**config.mk**
```make
export PLATFORM = sky130hd
export DESIGN_NAME = ppeu_alu
export DESIGN_NICKNAME = d
export VERILOG_FILES = /design/src/hdl/ppeu_pkg.sv /design/src/hdl/ppeu_alu.sv
export SDC_FILE = /design/constraint.sdc
export NUM_CORES = 1
export LEC_CHECK = 0
export BUFFER_PORTS_ARGS = -buffer_cell sky130_fd_sc_hd__buf_2
export CORE_MARGIN = 1
export CORE_UTILIZATION = 36
export CTS_BUF_LIST = sky130_fd_sc_hd__clkbuf_8 sky130_fd_sc_hd__clkbuf_16
export DETAILED_ROUTE_END_ITERATION = 8
export PLACE_DENSITY = 0.6
export SLEW_MARGIN = 20
export SYNTH_ARGS = -nofsm -noshare
export SYNTH_HDL_FRONTEND = slang
export SYNTH_SLANG_ARGS = --single-unit
```
**constraint.sdc**
```tcl
create_clock -name clock -period 13.9 [get_ports clock]
set_input_delay 0.695 -clock clock [delete_from_list [all_inputs] [get_ports clock]]
set_output_delay 0.695 -clock clock [all_outputs]
set_load 0.005 [all_outputs]
```
**src/hdl/ppeu_pkg.sv**
```systemverilog
package ppeu_pkg;

   localparam int MAX_PARTICLES = 1024;
   localparam int IDX_W  = (MAX_PARTICLES > 1) ? $clog2(MAX_PARTICLES) : 1;
   localparam int CNT_W  = IDX_W + 1;
   localparam int LIVE_W = 11;
   localparam int DATA_W = 32;
   localparam int LIFE_W = 31;
   localparam int DT_W   = 16;
   localparam int PROD_W = DATA_W + DT_W;

   // 9.81 in q16.16, rounded to nearest
   localparam logic signed [DATA_W-1:0] GRAVITY_Q16 = 32'sd642908;

   localparam logic MODE_ADD  = 1'b0;
   localparam logic MODE_TICK = 1'b1;

   typedef struct packed {
      logic signed [DATA_W-1:0] life;
      logic signed [DATA_W-1:0] vel_z;
      logic signed [DATA_W-1:0] vel_y;
      logic signed [DATA_W-1:0] vel_x;
      logic signed [DATA_W-1:0] pos_z;
      logic signed [DATA_W-1:0] pos_y;
      logic signed [DATA_W-1:0] pos_x;
   } particle_type;

   typedef struct packed {
      logic signed [DATA_W-1:0] mul_a;
      logic [DT_W-1:0]          mul_b;
      logic signed [DATA_W-1:0] add_a;
      logic signed [DATA_W-1:0] add_b;
      logic                     sub;
   } alu_op_type;

   typedef enum logic [3:0] {
      ST_IDLE,
      ST_GMUL,
      ST_GSAVE,
      ST_READ,
      ST_LOAD,
      ST_MUL,
      ST_ADD,
      ST_VY,
      ST_LIFE,
      ST_WB
   } state_type;

endpackage

```
**src/hdl/ppeu_alu.sv**
```systemverilog
module ppeu_alu
   import ppeu_pkg::*;
(
   input  logic                     clock,
   input  alu_op_type               op,
   output logic signed [DATA_W-1:0] scaled,
   output logic signed [DATA_W-1:0] sum
);

   logic signed [PROD_W-1:0] prod_ff;
   logic signed [PROD_W-1:0] prod_in;
   logic signed [DT_W:0]     mul_b_s;
   logic signed [DATA_W:0]   wide_sum;

   // signed q16.16 times unsigned q0.16, registered
   assign mul_b_s = $signed({1'b0, op.mul_b});
   assign prod_in = op.mul_a * mul_b_s;

   always_ff @(posedge clock) begin
      prod_ff <= prod_in;
   end

   // arithmetic shift by 16 floors toward minus infinity
   assign scaled = prod_ff[PROD_W-1:DT_W];

   // saturating add or subtract
   always_comb begin
      if (op.sub) begin
         wide_sum = {op.add_a[DATA_W-1], op.add_a} - {op.add_b[DATA_W-1], op.add_b};
      end else begin
         wide_sum = {op.add_a[DATA_W-1], op.add_a} + {op.add_b[DATA_W-1], op.add_b};
      end
      if (wide_sum[DATA_W] != wide_sum[DATA_W-1]) begin
         sum = wide_sum[DATA_W] ? {1'b1, {(DATA_W-1){1'b0}}} : {1'b0, {(DATA_W-1){1'b1}}};
      end else begin
         sum = wide_sum[DATA_W-1:0];
      end
   end

endmodule

```
==> flow_summary.yaml, run 1 <==
layout:
  largest_register_ff_count: 32
  area_delta_synth_final_pct: 7.72
  fill_cells: 5825
  drive_above_1_share_pct: 8.90
  top_register: "prod_ff"
  top_regs: "prod_ff: 32 flops"
  layout.nets: 3236
drt:
  dr.pass1.iters: 5
  dr.first_iter.drc_count: 975
  wire_per_inst_um: 17.4
  routed_via_density: 5.00
  route.antenna.remaining_nets: 0
  drcViolationCount: 0
  routed_wl_mm: 56.7
  vias: 16300
timing:
  slew_headroom_pct: 28.9
  fin_tns_setup_ns: 0
  rsz0062_at_grt: "false"
  setup_viol: 0
  slew_violations: 0
  max_freq_mhz: 138
  tightest_slew_ns: 1.06
  post-route-period-util_pct: 52.3
  hold_violations: 0
  fin_crit_ns: 7.27
yosys:
  ys_types: 68
  synth.net_count: 3151
  synth-seq-area-share_pct: 3.07
  yosysWarnings: 0
  synth-edff-count: 0
  ys.flop_type: "dfxtp_1"
  netlist_instances: 2409
  synth_top_area_cell: "fa_1"
  ys_ff_latch: 32
  syn_area_per_cell_um2: 8.65
  synthTopCellsByCount: "inv_1 (591), fa_1 (483), nand2_1 (316), and2_1 (229), ha_1 (145)"
  synthesis.area_mm2: 0.0208
  synth_area_leaders: "fa_1 (46%), inv_1 (11%), ha_1 (8.7%), and2_1 (6.9%), nand2_1 (5.7%)"
  synthMostInstantiatedCell: "inv_1"
  postSynth.asyncResetShare_pct: 0
  synth_top_area_share_pct: 46.4
global_routing:
  first_global_vias: 17900
  grt_pass1_wl_mm: 93.6
  gr-total-overflow: 0
  antenna_found_initial: 6
  track_usage_pct: 19.9
  grt_start_max_net_pins: 36
worst_setup_path:
  path_class: "in2reg"
  crit_required_ns: 14.14
  critPathMaxFanout: 32
  critPathLaunchType: "input port"
  cp-end-kind: "flop"
  cp.arrival_ns: 7.51
worst_hold_path:
  hold_end: "scaled[14]"
  hp-class: "reg2out"
  holdPathStages: 1
  hp-start: "prod_ff[30]"
cts:
  cts_buffers: 5
  cts_hold_buf: 0
  htreeDepth: 2
  post_cts_buffers: 0
  path_clk_slew_ns: 0.07
  cts-root-buf: "clkbuf_16"
  clkSinkCount: 32
  cts_tree: "yes"
  cts_resized: 0
  clockBufferDepth: 2
place:
  dp_hpwl_mm: 45.4
  routabilityCongestion: 0.886
  numPortBuffers: 177
die:
  fp-row-count: 87
  fp.dieH_um: 243
  die_width_um: 243
  start_util_pct: 36.7
  die_area_mm2: 0.0588
  core_area_mm2: 0.0568
  io_pins: 178
job:
  maxCapViolCount: 0
run_status:
  status: "finished clean"
==> logic make-up (layout without fill, tap and decap cells) <==
group | Yosys count | after routing | share of synthesized area (%)
DFF | 32 | 32 | 3.07
buffers and inverters | 693 | 779 | 12.6
and+or+nand+nor | 713 | 713 | 17.0
adders and majority gates | 635 | 635 | 55.5
other | 0 | 2 | 0
xor gates and xnor gates | 89 | 89 | 3.74
AOI/OAI and AO/OA | 245 | 245 | 7.97
muxes | 2 | 2 | 0.0961
==> how the worst max path moves through the flow <==
stage                       end    from  slack, ns
finish              prod_ff[42]  op[73]       6.63
global route        prod_ff[42]  op[73]       6.32
CTS                 prod_ff[42]  op[73]       6.66
detailed placement  prod_ff[42]  op[73]       6.35
global placement    prod_ff[42]  op[73]       6.47
floorplan           prod_ff[42]  op[67]       7.58
==> cell type report <==
class | count | area [um^2] | area share (%)
Antenna cell | 2 | 5.00 | 0.0223
Clock buffer | 5 | 125 | 0.558
Clock inverter | 3 | 38.8 | 0.173
Inverter | 591 | 2220 | 9.88
Multi-Input combinational cell | 1684 | 17600 | 78.2
Sequential cell | 32 | 641 | 2.85
Tap cell | 756 | 946 | 4.21
Timing Repair Buffer | 180 | 908 | 4.05
==> worst max-delay path: stages <==
cell and delay [ns]:
buf_2 0.58, nand2_1 0.19, fa_1 0.58, inv_1 0.05, fa_1 0.48, fa_1 0.62
fa_1 0.48, fa_1 0.50, inv_1 0.05, fa_1 0.51, inv_1 0.05, ha_1 0.33
o21ai_0 0.17, o21ai_0 0.10, o211ai_1 0.10, and4b_1 0.66, o2111ai_1 0.41, a311o_1 0.48
a211oi_1 0.30, xnor2_1 0.15
==> metal layers <==
layer | GRT usage [%] | part of all wire [%] | up-vias
met5 | 0 | 0.046 | -
met4 | 4.81 | 2.0 | 4
met3 | 2.50 | 5.6 | 73
met2 | 34.6 | 50 | 489
met1 | 26.3 | 42 | 8354
li1 | - | - | 7350
==> through the flow <==
step                      util, %  hold WS, ns  setup slack (ns)  cell area [um^2]  cells
after CTS                    39.5         1.40              6.66             22400   3251
after detailed placement     39.2         1.07              6.35             22300   3243
after floorplan                 -        0.979              7.58             20800   2409
after global routing         39.5         1.41              6.32             22400   3253
after global placement       39.2         1.07              6.47             22300   3243
final                        39.5         1.40              6.63             22400   3253
==> layout by cell type (no fill, tap or decap), types with 24 or more instances in the layout <==
cell,count
a21o_1,26
a21oi_1,72
and2_1,229
buf_2,177
dfxtp_1,32
fa_1,483
ha_1,145
inv_1,592
nand2_1,316
nand3_1,24
nor2_1,57
o21ai_0,33
xnor2_1,72
Power of run 1 is not shown: default switching activity piles up to over one toggle a cycle in this logic, so the estimate is an artifact.
==> run 2: changes to the inputs <==
--- a/config.mk
+++ b/config.mk
@@ -10,7 +10,7 @@
 export CORE_UTILIZATION = 36
 export CTS_BUF_LIST = sky130_fd_sc_hd__clkbuf_8 sky130_fd_sc_hd__clkbuf_16
 export DETAILED_ROUTE_END_ITERATION = 8
-export PLACE_DENSITY = 0.6
+export PLACE_DENSITY = 0.62
 export SLEW_MARGIN = 20
 export SYNTH_ARGS = -nofsm -noshare
 export SYNTH_HDL_FRONTEND = slang
==> constraint.sdc (replaced) <==
create_clock -name clock -period 6.15 [get_ports clock]
set_input_delay 0.3075 -clock clock [delete_from_list [all_inputs] [get_ports clock]]
set_output_delay 0.3075 -clock clock [all_outputs]
set_load 0.005 [all_outputs]
==> flow_summary.yaml, run 2 (synthesis gave the netlist of run 1 again) <==
run_status:
  status: "finished clean"
cts:
  cts_tree: "yes"
  path_clk_slew_ns: 0.07
  cts_hold_buf: 0
  cts_buffers: 5
  htreeDepth: 2
  clockBufferDepth: 2
  cts-root-buf: "clkbuf_16"
  clkSinkCount: 32
die:
  io_pins: 178
  fp.dieH_um: 243
  core_area_mm2: 0.0568
  die_area_mm2: 0.0588
  start_util_pct: 36.7
  die_width_um: 243
  fp-row-count: 87
layout:
  final_common_cell: "inv_1"
  layout_common_cells: "inv_1 (591), fa_1 (481), nand2_1 (316)"
  layout.nets: 3387
  drive_above_1_share_pct: 14.6
  top_regs: "prod_ff: 32 flops"
  largest_register_ff_count: 32
  top_register: "prod_ff"
  area_delta_synth_final_pct: 14.4
  fin_util_pct: 41.9
  post-route-cell-area_mm2: 0.0238
timing:
  hold_violations: 0
  post-route-period-util_pct: 97.9
  max_freq_mhz: 166
  slew_violations: 0
  setup_viol: 0
  fin_crit_ns: 6.02
  tightest_slew_ns: 0.935
  slew_headroom_pct: 36.0
  fin_tns_setup_ns: 0
worst_hold_path:
  hp-class: "reg2out"
worst_setup_path:
  path_class: "in2reg"
  cp-end-kind: "flop"
  critPathLaunchType: "input port"
  cp.buffers_inverters: 5
  cp.arrival_ns: 6.22
  slowest_delay_ns: 0.59
  path_cells: "buf_2 > buf_4 > and2_1 > fa_1 > inv_1 > fa_1 > fa_1 > inv_1 > fa_1 > fa_1 > fa_1 > ha_1 > nand4_1 > o221ai_2 > nand4_1 > and4b_1 > buf_12 > o211a_1 > o31ai_4 > mux2i_1 > nand4_1"
  critPathMaxFanout: 5
  slowest_stage: "fa_1"
  cpMostUsedCell: "fa_1"
  crit_required_ns: 6.35
  critical_path.top_delay_family: "adder cells"
place:
  numPortBuffers: 177
  placed_cell_area_mm2: 0.0235
  dp_hpwl_mm: 48.0
  routabilityCongestion: 0.922
drt:
  route.antenna.remaining_nets: 0
  routed_via_density: 4.90
  dr.first_iter.drc_count: 947
  vias: 16700
  routed_wl_mm: 55.6
  dr.pass1.iters: 5
  wire_per_inst_um: 16.3
  drcViolationCount: 0
global_routing:
  grt_pass1_wl_mm: 93.2
  gr-total-overflow: 0
  track_usage_pct: 19.7
  first_global_vias: 18200
  antenna_found_initial: 2
  grt_start_max_net_pins: 36
job:
  maxCapViolCount: 0
-- run 2: cell count changes in the layout (fill, tap and decap cells not counted), moves of 3 or more --
cell / delta
a211oi_1: -3
buf_2: -6
a211oi_2: +3
buf_4: +140
buf_6: +5
buf_12: +11
-- run 2: path summary, 6_finish.rpt --
| check | from | cells after the start | slack, ns | to |
|---|---|---|---|---|
| worst max-delay path | op[89] | 21 | 0.13 | prod_ff[47] |
| worst min-delay path | prod_ff[30] | 1 | 1.00 | scaled[14] |
-- run 2: routing by layer --
layer	routed length (um)	track usage [%]	vias up
li1	-	-	7665
met2	27600	34.4	456
met4	1360	4.96	0
met1	23600	25.8	8489
met5	0	0	-
met3	2990	2.38	85
-- run 2: through the flow --
stage	hold WS [ns]	setup WS (ns)	std cells
6_report	1.00	0.127	3404
5_1_grt	1.03	-0.00122	3403
4_1_cts	1.02	0.0645	3401
3_5_place_dp	0.683	-0.361	3393
3_3_place_gp	0.684	-0.198	3393
2_1_floorplan	0.592	0.219	2409
-- run 2: what timing repair did --
action                     4_1_cts  5_1_grt
pin swaps                        0        9
setup buffers                    0        1
gates resized for setup          1       30
setup endpoints to repair        1       30
-- run 2: cell type report --
cell class	instances	area (um^2)
flip-flops and latches	32	641
diodes	2	5.00
clock inverters	1	30.0
repair buffers	331	2210
multi-input cells	1684	17600
inverters	591	2220
fillers	5711	33000
well taps	756	946
clock buffers	7	153
Power of run 2 is left out for the same reason.
